File: src/rtl/utf8_to_utf16_transcoder_macros.svh
// ----------------------------------------------------------------------------
// utf8 to utf16 transcoder assertion macros
// shared concurrent assertion forms, clocked on clk, quiet during reset
// ----------------------------------------------------------------------------
`ifndef UTF8_TO_UTF16_TRANSCODER_MACROS_SVH
`define UTF8_TO_UTF16_TRANSCODER_MACROS_SVH

// condition holds at every edge
`define U8U16_ASSERT_ALWAYS(lbl, cond, msg) \
  lbl: assert property (@(posedge clk) disable iff (!rst_n) (cond)) else $error(msg);

// consequent holds in the same cycle as the antecedent
`define U8U16_ASSERT_IMPL(lbl, ante, cons, msg) \
  lbl: assert property (@(posedge clk) disable iff (!rst_n) (ante) |-> (cons)) else $error(msg);

// consequent holds in the cycle after the antecedent
`define U8U16_ASSERT_NEXT(lbl, ante, cons, msg) \
  lbl: assert property (@(posedge clk) disable iff (!rst_n) (ante) |=> (cons)) else $error(msg);

`endif

File: src/rtl/u8u16_pkg.sv
// ----------------------------------------------------------------------------
// u8u16_pkg
// types and constants shared by the utf8 to utf16 transcoder modules
// ----------------------------------------------------------------------------
`default_nettype none

package u8u16_pkg;

  localparam logic [15:0] REPLACEMENT = 16'hFFFD;
  localparam logic [20:0] MAX_POINT   = 21'h10FFFF;
  localparam logic [20:0] BMP_MAX     = 21'h00FFFF;
  localparam logic [20:0] SUPP_BASE   = 21'h010000;
  localparam logic [15:0] HIGH_SURR   = 16'hD800;
  localparam logic [15:0] LOW_SURR    = 16'hDC00;

  localparam int FIFO_DEPTH = 4;
  localparam int FIFO_PTR_W = $clog2(FIFO_DEPTH);
  localparam int FIFO_CNT_W = FIFO_PTR_W + 1;

  // kind of the closing part of a job
  localparam logic [1:0] TAIL_NONE = 2'd0;
  localparam logic [1:0] TAIL_UNIT = 2'd1;
  localparam logic [1:0] TAIL_PAIR = 2'd2;

  typedef struct packed {
    logic [7:0] byte_in;
    logic       end_of_text;
  } in_item_t;

  typedef struct packed {
    logic [15:0] code_unit;
    logic        last_unit;
  } out_item_t;

  // work for one input byte: rep_cnt replacement units, then the tail
  typedef struct packed {
    logic [1:0]  rep_cnt;
    logic [1:0]  tail_kind;
    logic [15:0] unit_a;
    logic [15:0] unit_b;
  } job_t;

endpackage

`default_nettype wire

File: src/rtl/u8u16_front.sv
// ----------------------------------------------------------------------------
// u8u16_front
// decodes utf8 bytes, tracks the open sequence and emits at most one job per accepted byte
// ----------------------------------------------------------------------------
`default_nettype none

`include "utf8_to_utf16_transcoder_macros.svh"

module u8u16_front
  import u8u16_pkg::*;
(
  input  wire logic     clk,
  input  wire logic     rst_n,
  input  wire logic     in_valid,
  input  wire in_item_t in_data,
  output logic          in_stall,
  input  wire logic     q_full,
  output logic          q_push,
  output job_t          q_data
);

  logic [20:0] partial_r, partial_nxt;
  logic [1:0]  expect_r, expect_nxt;
  logic [1:0]  held_r, held_nxt;

  logic        accept;
  logic [7:0]  b;
  logic        eot;
  logic        run_lead;
  logic [20:0] cp;
  logic [20:0] v;
  logic [2:0]  held_sum;
  job_t        job;

  assign in_stall = q_full;
  assign accept   = in_valid && !q_full;
  assign b        = in_data.byte_in;
  assign eot      = in_data.end_of_text;
  assign cp       = {partial_r[14:0], b[5:0]};
  assign v        = cp - SUPP_BASE;

  always_comb begin
    partial_nxt   = partial_r;
    expect_nxt    = expect_r;
    held_nxt      = held_r;
    run_lead      = 1'b0;
    job.rep_cnt   = 2'd0;
    job.tail_kind = TAIL_NONE;
    job.unit_a    = REPLACEMENT;
    job.unit_b    = REPLACEMENT;

    if (expect_r == 2'd0) begin
      run_lead = 1'b1;
    end else if (b[7:6] == 2'b10) begin
      if (expect_r == 2'd1) begin
        partial_nxt = '0;
        expect_nxt  = 2'd0;
        held_nxt    = 2'd0;
        if (cp <= BMP_MAX) begin
          job.tail_kind = TAIL_UNIT;
          job.unit_a    = cp[15:0];
        end else if (cp <= MAX_POINT) begin
          job.tail_kind = TAIL_PAIR;
          job.unit_a    = HIGH_SURR + {6'd0, v[19:10]};
          job.unit_b    = LOW_SURR + {6'd0, v[9:0]};
        end else begin
          job.tail_kind = TAIL_UNIT;
        end
      end else if (eot) begin
        job.rep_cnt = held_r + 2'd1;
      end else begin
        partial_nxt = cp;
        expect_nxt  = expect_r - 2'd1;
        held_nxt    = held_r + 2'd1;
      end
    end else begin
      // broken sequence: one replacement per held byte, then decode as lead
      job.rep_cnt = held_r;
      partial_nxt = '0;
      expect_nxt  = 2'd0;
      held_nxt    = 2'd0;
      run_lead    = 1'b1;
    end

    if (run_lead) begin
      if (b[7] == 1'b0) begin
        job.tail_kind = TAIL_UNIT;
        job.unit_a    = {8'd0, b};
      end else if ((b[7:5] == 3'b110) || (b[7:4] == 4'b1110) || (b[7:3] == 5'b11110)) begin
        if (eot) begin
          job.tail_kind = TAIL_UNIT;
        end else begin
          held_nxt = 2'd1;
          if (b[7:5] == 3'b110) begin
            partial_nxt = {16'd0, b[4:0]};
            expect_nxt  = 2'd1;
          end else if (b[7:4] == 4'b1110) begin
            partial_nxt = {17'd0, b[3:0]};
            expect_nxt  = 2'd2;
          end else begin
            partial_nxt = {18'd0, b[2:0]};
            expect_nxt  = 2'd3;
          end
        end
      end else begin
        job.tail_kind = TAIL_UNIT;
      end
    end

    if (eot) begin
      partial_nxt = '0;
      expect_nxt  = 2'd0;
      held_nxt    = 2'd0;
    end
  end

  assign q_data = job;
  assign q_push = accept && ((job.rep_cnt != 2'd0) || (job.tail_kind != TAIL_NONE));

  always_ff @(posedge clk) begin
    if (!rst_n) begin
      partial_r <= '0;
      expect_r  <= 2'd0;
      held_r    <= 2'd0;
    end else if (accept) begin
      partial_r <= partial_nxt;
      expect_r  <= expect_nxt;
      held_r    <= held_nxt;
    end
  end

  assign held_sum = {1'b0, held_r} + {1'b0, expect_r};

  `U8U16_ASSERT_IMPL(a_idle_no_held, expect_r == 2'd0, held_r == 2'd0, "bytes held with no open sequence")
  `U8U16_ASSERT_IMPL(a_seq_len, expect_r != 2'd0, (held_sum >= 3'd2) && (held_sum <= 3'd4), "open sequence length out of range")
  `U8U16_ASSERT_NEXT(a_eot_closes, accept && eot, expect_r == 2'd0, "sequence left open after end of text")

endmodule

`default_nettype wire

File: src/rtl/u8u16_fifo.sv
// ----------------------------------------------------------------------------
// u8u16_fifo
// short job queue between the decoder front and the unit emitter
// ----------------------------------------------------------------------------
`default_nettype none

module u8u16_fifo
  import u8u16_pkg::*;
(
  input  wire logic clk,
  input  wire logic rst_n,
  input  wire logic push,
  input  wire job_t push_data,
  input  wire logic pop,
  output job_t      pop_data,
  output logic      full,
  output logic      not_empty
);

  job_t                  mem_r [FIFO_DEPTH];
  logic [FIFO_PTR_W-1:0] wr_ptr_r, rd_ptr_r;
  logic [FIFO_CNT_W-1:0] count_r, count_nxt;

  assign full      = (count_r == FIFO_CNT_W'(FIFO_DEPTH));
  assign not_empty = (count_r != '0);
  assign pop_data  = mem_r[rd_ptr_r];

  always_comb begin
    count_nxt = count_r;
    if (push && !pop) begin
      count_nxt = count_r + 1'b1;
    end else if (pop && !push) begin
      count_nxt = count_r - 1'b1;
    end
  end

  always_ff @(posedge clk) begin
    if (push) begin
      mem_r[wr_ptr_r] <= push_data;
    end
  end

  always_ff @(posedge clk) begin
    if (!rst_n) begin
      wr_ptr_r <= '0;
      rd_ptr_r <= '0;
      count_r  <= '0;
    end else begin
      if (push) begin
        wr_ptr_r <= wr_ptr_r + 1'b1;
      end
      if (pop) begin
        rd_ptr_r <= rd_ptr_r + 1'b1;
      end
      count_r <= count_nxt;
    end
  end

endmodule

`default_nettype wire

File: src/rtl/u8u16_back.sv
// ----------------------------------------------------------------------------
// u8u16_back
// walks one job at a time and drives the utf16 units into the output register
// ----------------------------------------------------------------------------
`default_nettype none

`include "utf8_to_utf16_transcoder_macros.svh"

module u8u16_back
  import u8u16_pkg::*;
(
  input  wire logic clk,
  input  wire logic rst_n,
  input  wire logic q_not_empty,
  input  wire job_t q_data,
  output logic      q_pop,
  output logic      out_valid,
  input  wire logic out_stall,
  output out_item_t out_data
);

  job_t       job_r;
  logic       job_valid_r;
  logic [1:0] idx_r;
  logic       out_valid_r;
  out_item_t  out_data_r;

  logic       out_free;
  logic       emit;
  logic       last;
  logic       load;
  logic [2:0] total;
  logic [15:0] unit;

  always_comb begin
    case (job_r.tail_kind)
      TAIL_UNIT: total = {1'b0, job_r.rep_cnt} + 3'd1;
      TAIL_PAIR: total = {1'b0, job_r.rep_cnt} + 3'd2;
      default:   total = {1'b0, job_r.rep_cnt};
    endcase
  end

  always_comb begin
    if (idx_r < job_r.rep_cnt) begin
      unit = REPLACEMENT;
    end else if (idx_r == job_r.rep_cnt) begin
      unit = job_r.unit_a;
    end else begin
      unit = job_r.unit_b;
    end
  end

  assign out_free = !out_valid_r || !out_stall;
  assign emit     = job_valid_r && out_free;
  assign last     = ({1'b0, idx_r} == (total - 3'd1));
  assign load     = q_not_empty && (!job_valid_r || (emit && last));
  assign q_pop    = load;

  always_ff @(posedge clk) begin
    if (!rst_n) begin
      job_valid_r <= 1'b0;
      idx_r       <= 2'd0;
      out_valid_r <= 1'b0;
    end else begin
      if (load) begin
        job_valid_r <= 1'b1;
        idx_r       <= 2'd0;
      end else if (emit && last) begin
        job_valid_r <= 1'b0;
        idx_r       <= 2'd0;
      end else if (emit) begin
        idx_r <= idx_r + 2'd1;
      end
      if (out_free) begin
        out_valid_r <= emit;
      end
    end
  end

  always_ff @(posedge clk) begin
    if (load) begin
      job_r <= q_data;
    end
    if (emit) begin
      out_data_r.code_unit <= unit;
      out_data_r.last_unit <= last;
    end
  end

  assign out_valid = out_valid_r;
  assign out_data  = out_data_r;

  `U8U16_ASSERT_IMPL(a_idx_bound, job_valid_r, {1'b0, idx_r} < total, "unit index past end of job")
  `U8U16_ASSERT_NEXT(a_job_stays, emit && !last, job_valid_r, "job dropped before its last unit")
  `U8U16_ASSERT_NEXT(a_job_done, emit && last && !load, !job_valid_r, "job kept after its last unit")

endmodule

`default_nettype wire

File: src/rtl/utf8_to_utf16_transcoder.sv
// ----------------------------------------------------------------------------
// utf8_to_utf16_transcoder
// utf8 byte stream in, utf16 code units out, with replacement on bad input
//
//   channel  dir  payload                          handshake
//   in_      in   byte_in[7:0], end_of_text        in_valid / in_stall
//   out_     out  code_unit[15:0], last_unit       out_valid / out_stall
//
// one byte per cycle is taken while the job queue has room; each byte
// becomes zero to four units, emitted one per cycle by the back end while the output is not stalled
// the output register limits the rate to one unit per cycle, so bytes that
// give pairs or replacement bursts back up the four-entry job queue
// first unit passes through the job queue, the job register and then the output register
// synchronous reset clears the open sequence, the queue and the output
// ----------------------------------------------------------------------------
`default_nettype none

module utf8_to_utf16_transcoder
  import u8u16_pkg::*;
(
  input  wire logic      clk,
  input  wire logic      rst_n,
  input  wire logic      in_valid,
  output logic           in_stall,
  input  wire in_item_t  in_data,
  output logic           out_valid,
  input  wire logic      out_stall,
  output out_item_t      out_data
);

  logic q_full;
  logic q_push;
  logic q_pop;
  logic q_not_empty;
  job_t q_wdata;
  job_t q_rdata;

  u8u16_front u_front (
    .clk      (clk),
    .rst_n    (rst_n),
    .in_valid (in_valid),
    .in_data  (in_data),
    .in_stall (in_stall),
    .q_full   (q_full),
    .q_push   (q_push),
    .q_data   (q_wdata)
  );

  u8u16_fifo u_fifo (
    .clk       (clk),
    .rst_n     (rst_n),
    .push      (q_push),
    .push_data (q_wdata),
    .pop       (q_pop),
    .pop_data  (q_rdata),
    .full      (q_full),
    .not_empty (q_not_empty)
  );

  u8u16_back u_back (
    .clk         (clk),
    .rst_n       (rst_n),
    .q_not_empty (q_not_empty),
    .q_data      (q_rdata),
    .q_pop       (q_pop),
    .out_valid   (out_valid),
    .out_stall   (out_stall),
    .out_data    (out_data)
  );

endmodule

`default_nettype wire

File: config.mk
export PLATFORM = sky130hd
export DESIGN_NAME = utf8_to_utf16_transcoder
export DESIGN_NICKNAME = d
export VERILOG_FILES = /design/src/rtl/u8u16_pkg.sv /design/src/rtl/u8u16_front.sv /design/src/rtl/u8u16_fifo.sv /design/src/rtl/u8u16_back.sv /design/src/rtl/utf8_to_utf16_transcoder.sv
export VERILOG_INCLUDE_DIRS = /design/src /design/src/rtl
export SDC_FILE = /design/constraint.sdc
export NUM_CORES = 1
export LEC_CHECK = 0
export BUFFER_PORTS_ARGS = -buffer_cell sky130_fd_sc_hd__buf_2
export CORE_MARGIN = 5
export CORE_UTILIZATION = 55
export DETAILED_ROUTE_END_ITERATION = 8
export GPL_TIMING_DRIVEN = 0
export PLACE_DENSITY = 0.87
export SLEW_MARGIN = 10
export SYNTH_ARGS = -nofsm -noshare
export SYNTH_HDL_FRONTEND = slang
export SYNTH_SLANG_ARGS = --single-unit
export TNS_END_PERCENT = 5
File: constraint.sdc
create_clock -name clk -period 3.15 [get_ports clk]
set_input_delay 0.945 -clock clk [delete_from_list [all_inputs] [get_ports clk]]
set_output_delay 0.945 -clock clk [all_outputs]
set_load 0.05 [all_outputs]
==> summary.md <==
The cell that appears most often on the critical path is sky130_fd_sc_hd__ha_4. The worst register-to-register path begins at u_back.job_r[32]. The hold-critical path depth is 2. The slowest stage of the critical path is the sky130_fd_sc_hd__clkinvlp_4 cell. The congestion estimate from routability-driven global placement came to 0.852.

The tools report the endpoint required time on the critical path as 3.15 ns. The worst reg2reg path depth was 11. For this run the aggregate overflow at the end of global routing stands at 0. In this run the worst path has a maximum fanout of 31. Hold repair after CTS inserted 0 buffers.

Setup violations remaining at the end of the flow were counted as 32. The sequential share of the synthesized area is 70.0%. Sequential cells account for 43.2% of the total power. For the initial antenna violation count, the log shows 1. The number of cell rows is 44, and the synthesis warning total is 0. Startpoint of the most critical hold path: u_back.idx_r[0]. The overall routing resource usage is 21.0%. The tree is rooted in a sky130_fd_sc_hd__clkbuf_16. Summed over its instances, the top area cell type makes up 62.7% of the synthesized netlist area. After the first detailed-routing iteration, the DRC count stood at 563. The area growth from synthesis to layout is 14.7%. CTS saw 202 sinks. TritonCTS built the clock tree. The critical path start-end classification is register to register.

Ranked by total cell area, the synthesized netlist is headed by sky130_fd_sc_hd__edfxtp_1, sky130_fd_sc_hd__mux4_2, sky130_fd_sc_hd__dfxtp_1. After clock tree synthesis, the clock-pin slew on the worst setup and hold paths is 0.07 ns. Using the TritonRoute via totals, the vias-per-cell ratio works out to 6.20. The die is 132 um tall. After detailed routing, the number of remaining DRC violations is 0.

Dividing total power by cell area gives a power density of 899 nW/um^2. Max-cap violations in this run came to 0. The average wire per standard cell was 23.4 um.

Setup repair after global routing could not meet its margin everywhere. Overall power consumption after layout is estimated at 8.50 mW. The first TritonRoute pass finished after 5 iterations. The run finished, with violations left. The count of state elements after synthesis is 202. Derived from the worst setup path, the maximum achievable clock frequency is 311 MHz.

The clock network burns 27.9% of the power. Final hold analysis gives a worst-case slack of 0.491 ns. Summed over all cells, the static leakage comes to 3.10 nW. The maximum resistive drop on vdd came out at 0.000390 V. Broken down by cell family, the worst path's largest delay share belongs to buffers and inverters. The tools report the number of levels in the clock H-tree as 1. The final critical-path setup slack came out at -0.0637 ns. The first global-routing pass estimated 28400 um of wire. After detailed routing, the total wire length is 18400 um.

The dominant cell type by area after synthesis was sky130_fd_sc_hd__edfxtp_1. The checks that failed: setup timing. The logs give 4858 for the routed via count and 28.9% for the portion of total power attributed to combinational logic. The number of placed I/O pins is 32, and the switching power is 2.66 mW.

The tools report the net count reported at finish as 614. Post-layout minimum cycle time: 3.21 ns. The total area inside the core boundary comes to 14600 um^2. The number of pins exceeding their max-slew limit in the final report came out at 0. Number of instances in the synthesized netlist: 526.

The critical path runs through a total of 11 cells. Once the floorplan was initialized, standard cells occupied 56.5% of the core. The HPWL after detailed placement is 11400 um. The worst hold path belongs to the class register to register. The number of nets still failing antenna checks after routing was 0; the stage delay of the slowest cell on the critical path was 0.57 ns. The number of different library cells in the post-synthesis netlist was 52. Counting flops with an async set or reset pin after synthesis yields a share of 0%. The combined buffer and inverter count along the critical path was 4; the floorplan die area was 17500 um^2. The synthesized netlist occupies a cell area of 8240 um^2. The via count of the first global-routing pass came out at 4887. Counting flops with a built-in enable in the synthesized netlist gives 172. Clock tree synthesis inserted a total of 20 buffers. The net count after synthesis came out at 555. For the hold violation total from the final report, the log shows 0. The critical path startpoint category is a register.

Counting along the longest clock path gives a buffer depth of 3. The repair_antennas step left the layout with diodes totalling 0. The share of final-layout standard cells stronger than drive strength 1 is 22.9%.

The logs give 40.6% for the worst relative slew slack and 5.84 mW for the internal portion of total power. The top flip-flop cell by instance count after synthesis is sky130_fd_sc_hd__edfxtp_1. The die is 132 um wide. The count of input and output buffers came out at 31. The setup check on the worst reg-to-reg path leaves a slack of -0.06 ns. The startpoint of the most critical setup path was u_back.job_r[32]. On the final layout, the worst clock skew is 0.0208 ns. In the finished design, the share of the clock period the worst path needs comes to 102%. A synthesized cell averages 15.7 um^2. OpenSTA, run right after detailed placement, puts the worst setup slack at -0.735 ns. The run gives 32 as the maximum number of pins on one net before global-route repair. Later-pin clock latency in the skew report: 0.50 ns. Kind of end point of the critical path: a register. The slew of the pin with the lowest slew margin was 0.890 ns; the signal arrival time at the worst endpoint was 3.21 ns. Cells fill 64.8% of the core in the end. The critical path goes through inv_1, ha_4, nand2b_4, o21ai_4, inv_2, ha_4, xor2_2, a41oi_2, or2_4, buf_6, clkinvlp_4. Net switching fraction of the power: 31.3%.
-- power groups by stage --
stage               logic, mW  registers [mW]  clock network, mW
CTS                      2.40            3.67               2.40
finish                   2.46            3.67               2.37
detailed placement       2.12            3.71                  0
global route             2.65            3.69               2.50
floorplan                1.34            3.90                  0
global placement         1.97            3.67                  0
-- layout by cell type (no fill, tap or decap), types with 6 or more instances in the layout --
cell and instances:
sky130_fd_sc_hd__a21oi_1 14, sky130_fd_sc_hd__dfxtp_1 30, sky130_fd_sc_hd__mux4_2 31, sky130_fd_sc_hd__inv_1 19, sky130_fd_sc_hd__clkbuf_16 21, sky130_fd_sc_hd__buf_2 33
sky130_fd_sc_hd__nand2_1 38, sky130_fd_sc_hd__edfxtp_1 172, sky130_fd_sc_hd__nand2b_1 18, sky130_fd_sc_hd__ha_1 11, sky130_fd_sc_hd__o21ai_0 12, sky130_fd_sc_hd__clkbuf_1 18
sky130_fd_sc_hd__buf_4 6, sky130_fd_sc_hd__nor2_1 25, sky130_fd_sc_hd__nor2b_1 8, sky130_fd_sc_hd__nand3_1 17, sky130_fd_sc_hd__a22oi_1 15
-- final timing paths --
check                                        to
worst max-delay path            u_back.job_r[2]
worst min-delay path            u_back.idx_r[0]
worst max register to register  u_back.job_r[2]
worst min register to register  u_back.idx_r[0]
-- cell type report --
cell class                      instances  area [um^2]
Fill cell                             952         5140
Buffer                                 23         92.6
Tap cell                              184          230
Multi-Input combinational cell        278         2400
Inverter                               23         90.1
Clock inverter                          7         61.3
Sequential cell                       202         5770
Clock buffer                           29          606
Timing Repair Buffer                   37          204
-- logic make-up after synthesis --
| logic type | count (synthesis) | share of synthesized area (%) |
|---|---|---|
| and+or+nand+nor | 137 | 8.56 |
| muxes | 33 | 8.71 |
| buffers and inverters | 46 | 2.17 |
| DFF | 202 | 70.0 |
| adders and majority gates | 16 | 2.52 |
| AOI/OAI and AO/OA | 85 | 7.33 |
| xor gates and xnor gates | 7 | 0.744 |
-- repair_timing --
item                                    4_1_cts  5_1_grt
buffers inserted                              6        0
endpoints found under the setup margin       33      157
gates resized for setup                      18        0
pin swaps                                     7        6
-- cells in the mapped netlist, drive strengths merged (3+ instances only) --
| cell | n |
|---|---|
| a21boi | 4 |
| a21o | 5 |
| a21oi | 16 |
| a22oi | 15 |
| a31oi | 5 |
| and2 | 7 |
| buf | 8 |
| clkbuf | 15 |
| dfxtp | 30 |
| edfxtp | 172 |
| ha | 15 |
| inv | 23 |
| mux4 | 31 |
| nand2 | 38 |
| nand2b | 19 |
| nand3 | 17 |
| nor2 | 25 |
| nor2b | 8 |
| nor3 | 5 |
| nor3b | 4 |
| o21a | 4 |
| o21ai | 14 |
| o221a | 4 |
| o22a | 5 |
| o31ai | 4 |
| or3 | 3 |
| or4 | 3 |
| xnor2 | 4 |
| xor2 | 3 |
-- per-stage QoR --
stage / area (um^2) / setup TNS, ns / std cells
6_report: 9450 / -1.54 / 783
5_1_grt: 9450 / -23.20 / 783
4_1_cts: 9450 / 0 / 783
3_5_place_dp: 8650 / -51.03 / 741
3_3_place_gp: 8640 / -105.27 / 741
2_1_floorplan: 8260 / 0 / 526
-- state kept, by name (all words and copies together), names as in the netlist --
register / cells
u_front.expect_r: 2
u_fifo.wr_ptr_r: 2
u_back.out_valid: 1
u_front.held_r: 2
u_fifo.count_r: 3
u_fifo.rd_ptr_r: 2
u_back.idx_r: 2
u_back.job_valid_r: 1
u_fifo.mem_r: 124
u_back.job_r: 31
u_back.out_data: 17
u_front.partial_r: 15
-- metal layers --
metal,up-vias,track usage [%],routed length [um]
met3,52,3.53,1330
met2,244,36.3,9680
met4,2,8.31,622
li1,2141,-,-
met1,2419,26.5,6700
met5,-,0,13
-- worst register-to-register path, delay by kind of cell, from the launching register on --
family                     cells  cell delay [ns]
adders and majority gates      2             0.48
DFF                            1             0.39
xor gates and xnor gates       1             0.16
AOI/OAI and AO/OA              2             0.42
buffers and inverters          4             0.87
and+or+nand+nor                2             0.35
(Power assumes the default switching activity.)
